$ cat src/rtl/phsa_pkg.sv
// Shared types and constants for the paired half-slot allocator.
// No dependencies.
`default_nettype none

package phsa_pkg;

	localparam int MAX_SLOTS_DEF  = 64;
	localparam int FREE_DEPTH_DEF = 128;

	localparam logic [1:0] REQ_ALLOC = 2'd0;
	localparam logic [1:0] REQ_FREE  = 2'd1;
	localparam logic [1:0] REQ_CLEAR = 2'd2;

	localparam logic [1:0] ST_OK      = 2'd0;
	localparam logic [1:0] ST_INVALID = 2'd1;
	localparam logic [1:0] ST_FULL    = 2'd2;
	localparam logic [1:0] ST_HELD    = 2'd3;

	typedef struct packed {
		logic       capture;
		logic       set_status;
		logic [1:0] status;
		logic       pop;
		logic       entry_rd;
		logic       grant;
		logic       append;
		logic       free_rd;
		logic       release_half;
		logic       trim_first;
		logic       trim_rd;
		logic       trim_step;
		logic       clear;
		logic       finish;
	} phsa_cmd_t;

	typedef struct packed {
		logic [1:0] req_type;
		logic       hold;
		logic       slot_bad;
		logic       top_zero;
		logic       entry_stale;
		logic       entry_free;
		logic       slots_full;
		logic       sel_taken;
		logic       tail_free;
		logic       count_zero;
		logic       row_empty;
		logic       out_free;
	} phsa_sts_t;

endpackage

`default_nettype wire

$ cat src/rtl/phsa_ctrl.sv
// Request sequencer for the paired half-slot allocator.
// Depends on phsa_pkg (command and status structs, request and status codes).
`default_nettype none

module phsa_ctrl (
	input  wire                 clk,
	input  wire                 arst_n,
	input  wire                 in_valid,
	output logic                in_ready,
	input  phsa_pkg::phsa_sts_t sts,
	output phsa_pkg::phsa_cmd_t cmd
);

	localparam logic [3:0] S_IDLE     = 4'd0;
	localparam logic [3:0] S_DISPATCH = 4'd1;
	localparam logic [3:0] S_POP      = 4'd2;
	localparam logic [3:0] S_ENTRY    = 4'd3;
	localparam logic [3:0] S_ROW      = 4'd4;
	localparam logic [3:0] S_APPEND   = 4'd5;
	localparam logic [3:0] S_FREE_ROW = 4'd6;
	localparam logic [3:0] S_TRIM     = 4'd7;
	localparam logic [3:0] S_TRIM_ROW = 4'd8;
	localparam logic [3:0] S_DONE     = 4'd9;

	logic [3:0] state_q;
	logic [3:0] state_nxt;

	assign in_ready = (state_q == S_IDLE);

	always_comb begin
		cmd       = '0;
		state_nxt = state_q;
		unique case (state_q)
			S_IDLE: begin
				if (in_valid) begin
					cmd.capture = 1'b1;
					state_nxt   = S_DISPATCH;
				end
			end
			S_DISPATCH: begin
				state_nxt = S_DONE;
				case (sts.req_type)
					phsa_pkg::REQ_ALLOC: state_nxt = S_POP;
					phsa_pkg::REQ_FREE: begin
						if (sts.hold) begin
							cmd.set_status = 1'b1;
							cmd.status     = phsa_pkg::ST_HELD;
						end else if (sts.slot_bad) begin
							cmd.set_status = 1'b1;
							cmd.status     = phsa_pkg::ST_INVALID;
						end else begin
							cmd.free_rd = 1'b1;
							state_nxt   = S_FREE_ROW;
						end
					end
					phsa_pkg::REQ_CLEAR: begin
						if (sts.hold) begin
							cmd.set_status = 1'b1;
							cmd.status     = phsa_pkg::ST_HELD;
						end else begin
							cmd.clear = 1'b1;
						end
					end
					default: state_nxt = S_DONE;
				endcase
			end
			S_POP: begin
				if (sts.top_zero) begin
					state_nxt = S_APPEND;
				end else begin
					cmd.pop   = 1'b1;
					state_nxt = S_ENTRY;
				end
			end
			S_ENTRY: begin
				if (sts.entry_stale) begin
					state_nxt = S_POP;
				end else begin
					cmd.entry_rd = 1'b1;
					state_nxt    = S_ROW;
				end
			end
			S_ROW: begin
				if (sts.entry_free) begin
					cmd.grant = 1'b1;
					state_nxt = S_DONE;
				end else begin
					state_nxt = S_POP;
				end
			end
			S_APPEND: begin
				if (sts.slots_full) begin
					cmd.set_status = 1'b1;
					cmd.status     = phsa_pkg::ST_FULL;
				end else begin
					cmd.append = 1'b1;
				end
				state_nxt = S_DONE;
			end
			S_FREE_ROW: begin
				if (!sts.sel_taken) begin
					cmd.set_status = 1'b1;
					cmd.status     = phsa_pkg::ST_INVALID;
					state_nxt      = S_DONE;
				end else if (sts.tail_free) begin
					cmd.trim_first = 1'b1;
					state_nxt      = S_TRIM;
				end else begin
					cmd.release_half = 1'b1;
					state_nxt        = S_DONE;
				end
			end
			S_TRIM: begin
				if (sts.count_zero) begin
					state_nxt = S_DONE;
				end else begin
					cmd.trim_rd = 1'b1;
					state_nxt   = S_TRIM_ROW;
				end
			end
			S_TRIM_ROW: begin
				if (sts.row_empty) begin
					cmd.trim_step = 1'b1;
					state_nxt     = S_TRIM;
				end else begin
					state_nxt = S_DONE;
				end
			end
			S_DONE: begin
				if (sts.out_free) begin
					cmd.finish = 1'b1;
					state_nxt  = S_IDLE;
				end
			end
			default: state_nxt = S_IDLE;
		endcase
	end

	always_ff @(posedge clk or negedge arst_n) begin
		if (!arst_n) begin
			state_q <= S_IDLE;
		end else begin
			state_q <= state_nxt;
		end
	end

endmodule

`default_nettype wire

$ cat src/rtl/phsa_datapath.sv
// Datapath for the paired half-slot allocator: request and result registers,
// slot and free-list pointers, half-taken row store and free-list stack store.
// Depends on phsa_pkg (command and status structs, status codes).
`default_nettype none

module phsa_datapath #(
	parameter  int MAX_SLOTS  = phsa_pkg::MAX_SLOTS_DEF,
	parameter  int FREE_DEPTH = phsa_pkg::FREE_DEPTH_DEF,
	localparam int SLOT_W     = $clog2(MAX_SLOTS + 1)
) (
	input  wire                 clk,
	input  wire                 arst_n,
	input  wire                 cfg_write,
	input  wire                 cfg_data,
	input  wire  [1:0]          req_type,
	input  wire  [SLOT_W-1:0]   slot_number,
	input  wire                 half_select,
	input  phsa_pkg::phsa_cmd_t cmd,
	output phsa_pkg::phsa_sts_t sts,
	output logic                out_valid,
	input  wire                 out_ready,
	output logic [1:0]          status,
	output logic [SLOT_W-1:0]   granted_slot,
	output logic                granted_half,
	output logic                slot_created,
	output logic [SLOT_W-1:0]   slots_released,
	output logic [SLOT_W-1:0]   slots_in_use,
	output logic                list_overflow
);

	localparam int ROW_W  = $clog2(MAX_SLOTS);
	localparam int TOP_W  = $clog2(FREE_DEPTH + 1);
	localparam int STK_AW = $clog2(FREE_DEPTH);
	localparam int ENT_W  = SLOT_W + 1;

	logic              hold_q;
	logic [1:0]        req_q;
	logic [SLOT_W-1:0] slot_q;
	logic              half_q;
	logic [SLOT_W-1:0] count_q;
	logic [TOP_W-1:0]  top_q;

	logic [1:0]        taken_mem [MAX_SLOTS];
	logic [ENT_W-1:0]  stack_mem [FREE_DEPTH];
	logic [1:0]        row_rd_q;
	logic [ENT_W-1:0]  stk_rd_q;

	logic [1:0]        st_q;
	logic [SLOT_W-1:0] gslot_q;
	logic              ghalf_q;
	logic              created_q;
	logic [SLOT_W-1:0] released_q;
	logic              ovf_q;

	logic              out_valid_q;
	logic [1:0]        status_q;
	logic [SLOT_W-1:0] granted_slot_q;
	logic              granted_half_q;
	logic              slot_created_q;
	logic [SLOT_W-1:0] slots_released_q;
	logic [SLOT_W-1:0] slots_in_use_q;
	logic              list_overflow_q;

	logic [SLOT_W-1:0] ent_slot;
	logic              ent_half;
	logic              stack_full;
	logic [SLOT_W-1:0] new_slot;
	logic [ROW_W-1:0]  ent_row;
	logic [ROW_W-1:0]  slot_row;
	logic [ROW_W-1:0]  tail_row;
	logic [ROW_W-1:0]  new_row;
	logic              row_re;
	logic [ROW_W-1:0]  row_raddr;
	logic              row_we;
	logic [ROW_W-1:0]  row_waddr;
	logic [1:0]        row_wdata;
	logic              stk_we;
	logic [STK_AW-1:0] stk_raddr;
	logic [STK_AW-1:0] stk_waddr;
	logic [ENT_W-1:0]  stk_wdata;

	assign ent_slot   = stk_rd_q[ENT_W-1:1];
	assign ent_half   = stk_rd_q[0];
	assign stack_full = (top_q == TOP_W'(FREE_DEPTH));
	assign new_slot   = count_q + 1'b1;
	assign ent_row    = ROW_W'(ent_slot - 1'b1);
	assign slot_row   = ROW_W'(slot_q - 1'b1);
	assign tail_row   = ROW_W'(count_q - 1'b1);
	assign new_row    = ROW_W'(count_q);

	assign row_re = cmd.entry_rd | cmd.free_rd | cmd.trim_rd;

	always_comb begin
		if (cmd.entry_rd) begin
			row_raddr = ent_row;
		end else if (cmd.free_rd) begin
			row_raddr = slot_row;
		end else begin
			row_raddr = tail_row;
		end
	end

	// row bit 1 is half 1, bit 0 is half 0
	always_comb begin
		row_we    = cmd.grant | cmd.append | cmd.release_half;
		row_waddr = slot_row;
		row_wdata = row_rd_q & ~{half_q, ~half_q};
		if (cmd.grant) begin
			row_waddr = ent_row;
			row_wdata = row_rd_q | {ent_half, ~ent_half};
		end else if (cmd.append) begin
			row_waddr = new_row;
			row_wdata = 2'b10;
		end
	end

	assign stk_we    = (cmd.append | cmd.release_half) & ~stack_full;
	assign stk_raddr = STK_AW'(top_q - 1'b1);
	assign stk_waddr = STK_AW'(top_q);
	assign stk_wdata = cmd.append ? {new_slot, 1'b0} : {slot_q, half_q};

	always_ff @(posedge clk) begin
		if (row_we) begin
			taken_mem[row_waddr] <= row_wdata;
		end
		if (row_re) begin
			row_rd_q <= taken_mem[row_raddr];
		end
	end

	always_ff @(posedge clk) begin
		if (stk_we) begin
			stack_mem[stk_waddr] <= stk_wdata;
		end
		if (cmd.pop) begin
			stk_rd_q <= stack_mem[stk_raddr];
		end
	end

	always_ff @(posedge clk or negedge arst_n) begin
		if (!arst_n) begin
			hold_q      <= 1'b0;
			count_q     <= '0;
			top_q       <= '0;
			out_valid_q <= 1'b0;
		end else begin
			if (cfg_write) begin
				hold_q <= cfg_data;
			end
			if (cmd.append) begin
				count_q <= new_slot;
			end else if (cmd.trim_first || cmd.trim_step) begin
				count_q <= count_q - 1'b1;
			end else if (cmd.clear) begin
				count_q <= '0;
			end
			if (cmd.pop) begin
				top_q <= top_q - 1'b1;
			end else if (stk_we) begin
				top_q <= top_q + 1'b1;
			end else if (cmd.clear) begin
				top_q <= '0;
			end
			if (cmd.finish) begin
				out_valid_q <= 1'b1;
			end else if (out_ready) begin
				out_valid_q <= 1'b0;
			end
		end
	end

	always_ff @(posedge clk) begin
		if (cmd.capture) begin
			req_q      <= req_type;
			slot_q     <= slot_number;
			half_q     <= half_select;
			st_q       <= phsa_pkg::ST_OK;
			gslot_q    <= '0;
			ghalf_q    <= 1'b0;
			created_q  <= 1'b0;
			released_q <= '0;
			ovf_q      <= 1'b0;
		end
		if (cmd.set_status) begin
			st_q <= cmd.status;
		end
		if (cmd.grant) begin
			gslot_q <= ent_slot;
			ghalf_q <= ent_half;
		end
		if (cmd.append) begin
			gslot_q   <= new_slot;
			ghalf_q   <= 1'b1;
			created_q <= 1'b1;
		end
		if (cmd.append || cmd.release_half) begin
			ovf_q <= stack_full;
		end
		if (cmd.trim_first) begin
			released_q <= SLOT_W'(1);
		end else if (cmd.trim_step) begin
			released_q <= released_q + 1'b1;
		end else if (cmd.clear) begin
			released_q <= count_q;
		end
		if (cmd.finish) begin
			status_q         <= st_q;
			granted_slot_q   <= gslot_q;
			granted_half_q   <= ghalf_q;
			slot_created_q   <= created_q;
			slots_released_q <= released_q;
			slots_in_use_q   <= count_q;
			list_overflow_q  <= ovf_q;
		end
	end

	always_comb begin
		sts.req_type    = req_q;
		sts.hold        = hold_q;
		sts.slot_bad    = (slot_q == '0) || (slot_q > count_q);
		sts.top_zero    = (top_q == '0);
		sts.entry_stale = (ent_slot == '0) || (ent_slot > count_q);
		sts.entry_free  = ~row_rd_q[ent_half];
		sts.slots_full  = (count_q >= SLOT_W'(MAX_SLOTS));
		sts.sel_taken   = row_rd_q[half_q];
		sts.tail_free   = (slot_q == count_q) && ~row_rd_q[~half_q];
		sts.count_zero  = (count_q == '0);
		sts.row_empty   = (row_rd_q == 2'b00);
		sts.out_free    = ~out_valid_q | out_ready;
	end

	assign out_valid      = out_valid_q;
	assign status         = status_q;
	assign granted_slot   = granted_slot_q;
	assign granted_half   = granted_half_q;
	assign slot_created   = slot_created_q;
	assign slots_released = slots_released_q;
	assign slots_in_use   = slots_in_use_q;
	assign list_overflow  = list_overflow_q;

endmodule

`default_nettype wire

$ cat src/rtl/paired_half_slot_allocator.sv
// Top level of the paired half-slot allocator: sequencer plus datapath.
// Depends on phsa_pkg, phsa_ctrl, phsa_datapath.
//
//   channel  direction  handshake               payload
//   in       to block   in_valid / in_ready     req_type, slot_number, half_select
//   out      from block out_valid / out_ready   status, granted_slot, granted_half,
//                                               slot_created, slots_released,
//                                               slots_in_use, list_overflow
//   cfg      to block   cfg_write               cfg_data (hold_releases)
//
// One request at a time. Clear, unknown, held and out-of-range free requests are settled at dispatch;
// other frees read the selected row, and a tail free then checks and trims the empty rows below it;
// an allocate pops free-list entries, dropping stale or taken ones, before it grants, appends or reports full.
// Their cost is set by the single read port of the row store and of the free-list stack.
// A finished result waits in the output register; a new request is taken meanwhile.
// Reset clears the slot count, the free-list pointer and the hold bit; no sweep.
`default_nettype none

module paired_half_slot_allocator #(
	parameter  int MAX_SLOTS  = phsa_pkg::MAX_SLOTS_DEF,
	parameter  int FREE_DEPTH = phsa_pkg::FREE_DEPTH_DEF,
	localparam int SLOT_W     = $clog2(MAX_SLOTS + 1)
) (
	input  wire                clk,
	input  wire                arst_n,
	input  wire                cfg_write,
	input  wire                cfg_data,
	input  wire                in_valid,
	output logic               in_ready,
	input  wire  [1:0]         req_type,
	input  wire  [SLOT_W-1:0]  slot_number,
	input  wire                half_select,
	output logic               out_valid,
	input  wire                out_ready,
	output logic [1:0]         status,
	output logic [SLOT_W-1:0]  granted_slot,
	output logic               granted_half,
	output logic               slot_created,
	output logic [SLOT_W-1:0]  slots_released,
	output logic [SLOT_W-1:0]  slots_in_use,
	output logic               list_overflow
);

	phsa_pkg::phsa_cmd_t cmd;
	phsa_pkg::phsa_sts_t sts;

	phsa_ctrl u_ctrl (
		.clk      (clk),
		.arst_n   (arst_n),
		.in_valid (in_valid),
		.in_ready (in_ready),
		.sts      (sts),
		.cmd      (cmd)
	);

	phsa_datapath #(
		.MAX_SLOTS  (MAX_SLOTS),
		.FREE_DEPTH (FREE_DEPTH)
	) u_datapath (
		.clk            (clk),
		.arst_n         (arst_n),
		.cfg_write      (cfg_write),
		.cfg_data       (cfg_data),
		.req_type       (req_type),
		.slot_number    (slot_number),
		.half_select    (half_select),
		.cmd            (cmd),
		.sts            (sts),
		.out_valid      (out_valid),
		.out_ready      (out_ready),
		.status         (status),
		.granted_slot   (granted_slot),
		.granted_half   (granted_half),
		.slot_created   (slot_created),
		.slots_released (slots_released),
		.slots_in_use   (slots_in_use),
		.list_overflow  (list_overflow)
	);

endmodule

`default_nettype wire

$ cat config.mk
export PLATFORM = sky130hd
export DESIGN_NAME = paired_half_slot_allocator
export DESIGN_NICKNAME = d
export VERILOG_FILES = /design/src/rtl/phsa_pkg.sv /design/src/rtl/phsa_ctrl.sv /design/src/rtl/phsa_datapath.sv /design/src/rtl/paired_half_slot_allocator.sv
export SDC_FILE = /design/constraint.sdc
export NUM_CORES = 1
export LEC_CHECK = 0
export BUFFER_PORTS_ARGS = -buffer_cell sky130_fd_sc_hd__buf_2
export CAP_MARGIN = 30
export CORE_MARGIN = 4
export CORE_UTILIZATION = 57
export DETAILED_ROUTE_END_ITERATION = 8
export MAX_ROUTING_LAYER = met4
export PLACE_DENSITY = 0.81
export SLEW_MARGIN = 20
export SYNTH_ARGS = -nofsm -noshare
export SYNTH_HDL_FRONTEND = slang
export SYNTH_SLANG_ARGS = --single-unit
$ cat constraint.sdc
create_clock -name clk -period 7.6 [get_ports clk]
set_input_delay 1.9 -clock clk [delete_from_list [all_inputs] [get_ports clk]]
set_output_delay 1.9 -clock clk [all_outputs]
set_load 0.01 [all_outputs]
==> impl_results.md <==
* RSZ-0062 raised after global routing: no
* Slew @ Worst Pin at 986.2 ps
* Adder-Cell Fraction of Synth Area at 0.006552
* Static Leak at 0.01760 uW
* Final ANT Viol Nets at 0
* Post-synthesis simple-gate area fraction at 0.04223
* DRC at 0
* Critical Path Fanout Max at 32
* Hold crit path type: reg -> reg
* CORE AREA at 85820 sq um
* CTS resizes at 0
* Post-Syn Instances at 2473
* Async SR Flop Fraction at 0.01696
* H-tree Lvls at 3
* Post-synth EDFFs at 1208
* Clock buffer depth at 3
* Startpoint types: register
* Critical path class: reg -> reg
* First-pass GRT wire length at 175600 um
* Commonest cells post-synth: edfxtp_1 (1208), mux4_2 (336), nor2_1 (225), nand2_1 (105), clkbuf_1 (67)
* Worst Setup SP: u_datapath.count_q[4]
* CTS tree: yes
* # Max-Cap Violations at 0
* Clock Tree Root: clkbuf_16
* IO Port Bufs at 43
* Worst vdd ir at 0.3443 mV
* Status: completed
* CTS clk-pin slew, worst paths at 70 ps
* Die X at 303.1 um
* Achievable Freq at 196.3 MHz
* Starting Density at 0.5786
* Fin. max-slew vios at 0
* Post-synth top area share at 0.7306
* Largest family of logic cells by synthesized area: multiplexers
* # setup viols final at 0
* Initial antenna violation count at 1
* Placement row count at 107
* Xor-xnor portion of the synthesized cell area at 0.003704
* Post-synth top area cell: edfxtp_1
* DRT iter0 DRCs at 3965
* Total Power at 22470 uW
* Synthesized area per cell at 20.08 sq um
* Netlist cell types at 67
* Setup Buffers After CTS at 0
* Final Hold Fails at 0
* Total global-route track usage at 0.2691
* Clk sinks at 1238
* Compound-Gate Fraction of Synth Area at 0.02558
* Post-Syn Area at 49650 sq um
* CP endpoint kind: register
* Vias in the first global route at 25880
* Dpl cell area at 51320 sq um
* Seq/Total Area, Yosys at 0.7448
* Final period util at 0.6702
* Share of cells above drive strength 1 at 0.2467
* Die H at 303.1 um
* Clk_lat worst skew at 690 ps
* Crit path time final at 5093 ps
* I/O pin cnt at 44
* TritonCTS buffer count at 114
* Final nets at 2607
* Via Count at 25960
* Die area at 91900 sq um
* Placed cells at 3574
* PwrDens at 407.0 nW/um^2
* CP required at 8040 ps
* Placer Congestion at 0.8847
* Reg-to-Reg Start: u_datapath.count_q[4]
* Multiplexer area fraction after synthesis at 0.1641
* Synth Net Count at 2515
* Most used DFF post-synth: edfxtp_1
* Top-count cell post-synth: edfxtp_1
* Critical path arrival at 5530 ps
* Ys Warns at 0
* WHS at 420.7 ps
* Hold Startpoint: u_datapath.ovf_q
* Slew HR at 0.3401
* Routed wire length at 118400 um
* Fin cells at 3808
* Total gr overflow at 0
* Cells taking the most area after synthesis: edfxtp_1 (73%), mux4_2 (15%), nor2_1 (1.7%), dfrtp_1 (1.1%), mux2i_1 (0.87%)
* Vias per cell at 6.816
* Detailed Place HPWL at 67480 um
* Clk_skew at 30.01 ps
* TNS Setup at 0 ps
* Drt first pass iters at 6
* Wire per inst at 31.10 um
* Design area at 55210 sq um
* Number of synthesized register bits at 1238
* Layout area overhead at 11.19%
* Largest net degree at the start of global routing at 114
* # hold bufs at CTS at 0
-- stage by stage --
step	setup slack (ps)	util
2_1_floorplan	537.4	-
4_1_cts	2603	0.6412
3_5_place_dp	2618	0.5980
5_1_grt	2214	0.6433
3_3_place_gp	2379	0.5969
6_report	2507	0.6433
-- registers in the layout (all words and copies together) (netlist names), 8 cells and up --
name / cells
u_datapath.stack_mem: 1024
u_datapath.taken_mem: 128
u_datapath.stk_rd_q: 8
u_datapath.top_q: 8
-- final cells by class --
| type | instances | area [sq um] |
|---|---|---|
| repair buffers | 103 | 809.5 |
| diodes | 1 | 2.502 |
| multi-input cells | 1087 | 12190 |
| fillers | 5288 | 30610 |
| clock inverters | 78 | 753.2 |
| inverters | 21 | 78.83 |
| well taps | 1144 | 1431 |
| flip-flops and latches | 1238 | 36980 |
| clock buffers | 136 | 2957 |
-- placed cells by master, fill, tap and decap left out, types with 12 or more instances in the layout --
cell type,count
bufinv_16,12
nor2_1,224
clkbuf_1,21
clkbuf_16,115
nand3_1,25
ha_1,25
edfxtp_1,1208
nand2_1,103
dfrtp_1,20
nor3_1,16
buf_2,44
clkinv_1,27
mux4_2,336
inv_1,20
o21ai_0,30
mux2_2,12
a21oi_1,55
xnor2_1,12
mux2i_1,43
clkinv_2,26
buf_4,48
a221oi_1,38
-- worst paths after layout --
kind                            cells after the start                       end  slack, ps
worst min register to register                      0  u_datapath.list_overflow        420
worst max register to register                     14    u_datapath.row_rd_q[1]       2510
min in group asynchronous                           1     u_datapath.count_q[4]       1240
worst max-delay path                               14    u_datapath.row_rd_q[1]       2510
max in group asynchronous                           1       u_datapath.top_q[0]       5830
worst min-delay path                                0  u_datapath.list_overflow        420
-- where the power goes --
part	internal [uW]	switching, uW
clock	3190	2510
sequential	8180	268
combinational	3600	4720
total	15000	7500
-- layer usage --
metal	track usage	share of wire	wire, um	vias up
li1	-	-	-	10370
met1	0.3721	0.37	43450	13520
met2	0.4222	0.50	58770	1771
met3	0.04302	0.10	11890	295
met4	0.08484	0.036	4312	0
met5	-	0	0	-
-- kinds of logic (layout without fill, tap and decap cells) --
kind of cell / count (synthesis) / after routing
other cells: 0 / 1
buf+inv: 148 / 338
simple gates: 464 / 464
mux: 392 / 392
flops: 1238 / 1238
xor+xnor: 21 / 21
fa+ha+maj: 26 / 26
compound gates: 184 / 184
-- critical path: stages (launching register included) --
cell	delay, ps
dfrtp_1	430
clkinv_1	280
ha_1	400
nand4_1	150
nor2_1	280
o21bai_1	370
nand4_1	320
a31oi_4	730
buf_16	230
buf_4	410
mux2i_1	260
a221oi_1	120
nor4_1	390
mux2i_1	160
mux2_2	290
No activity file was read; power rests on OpenSTA's default activity.
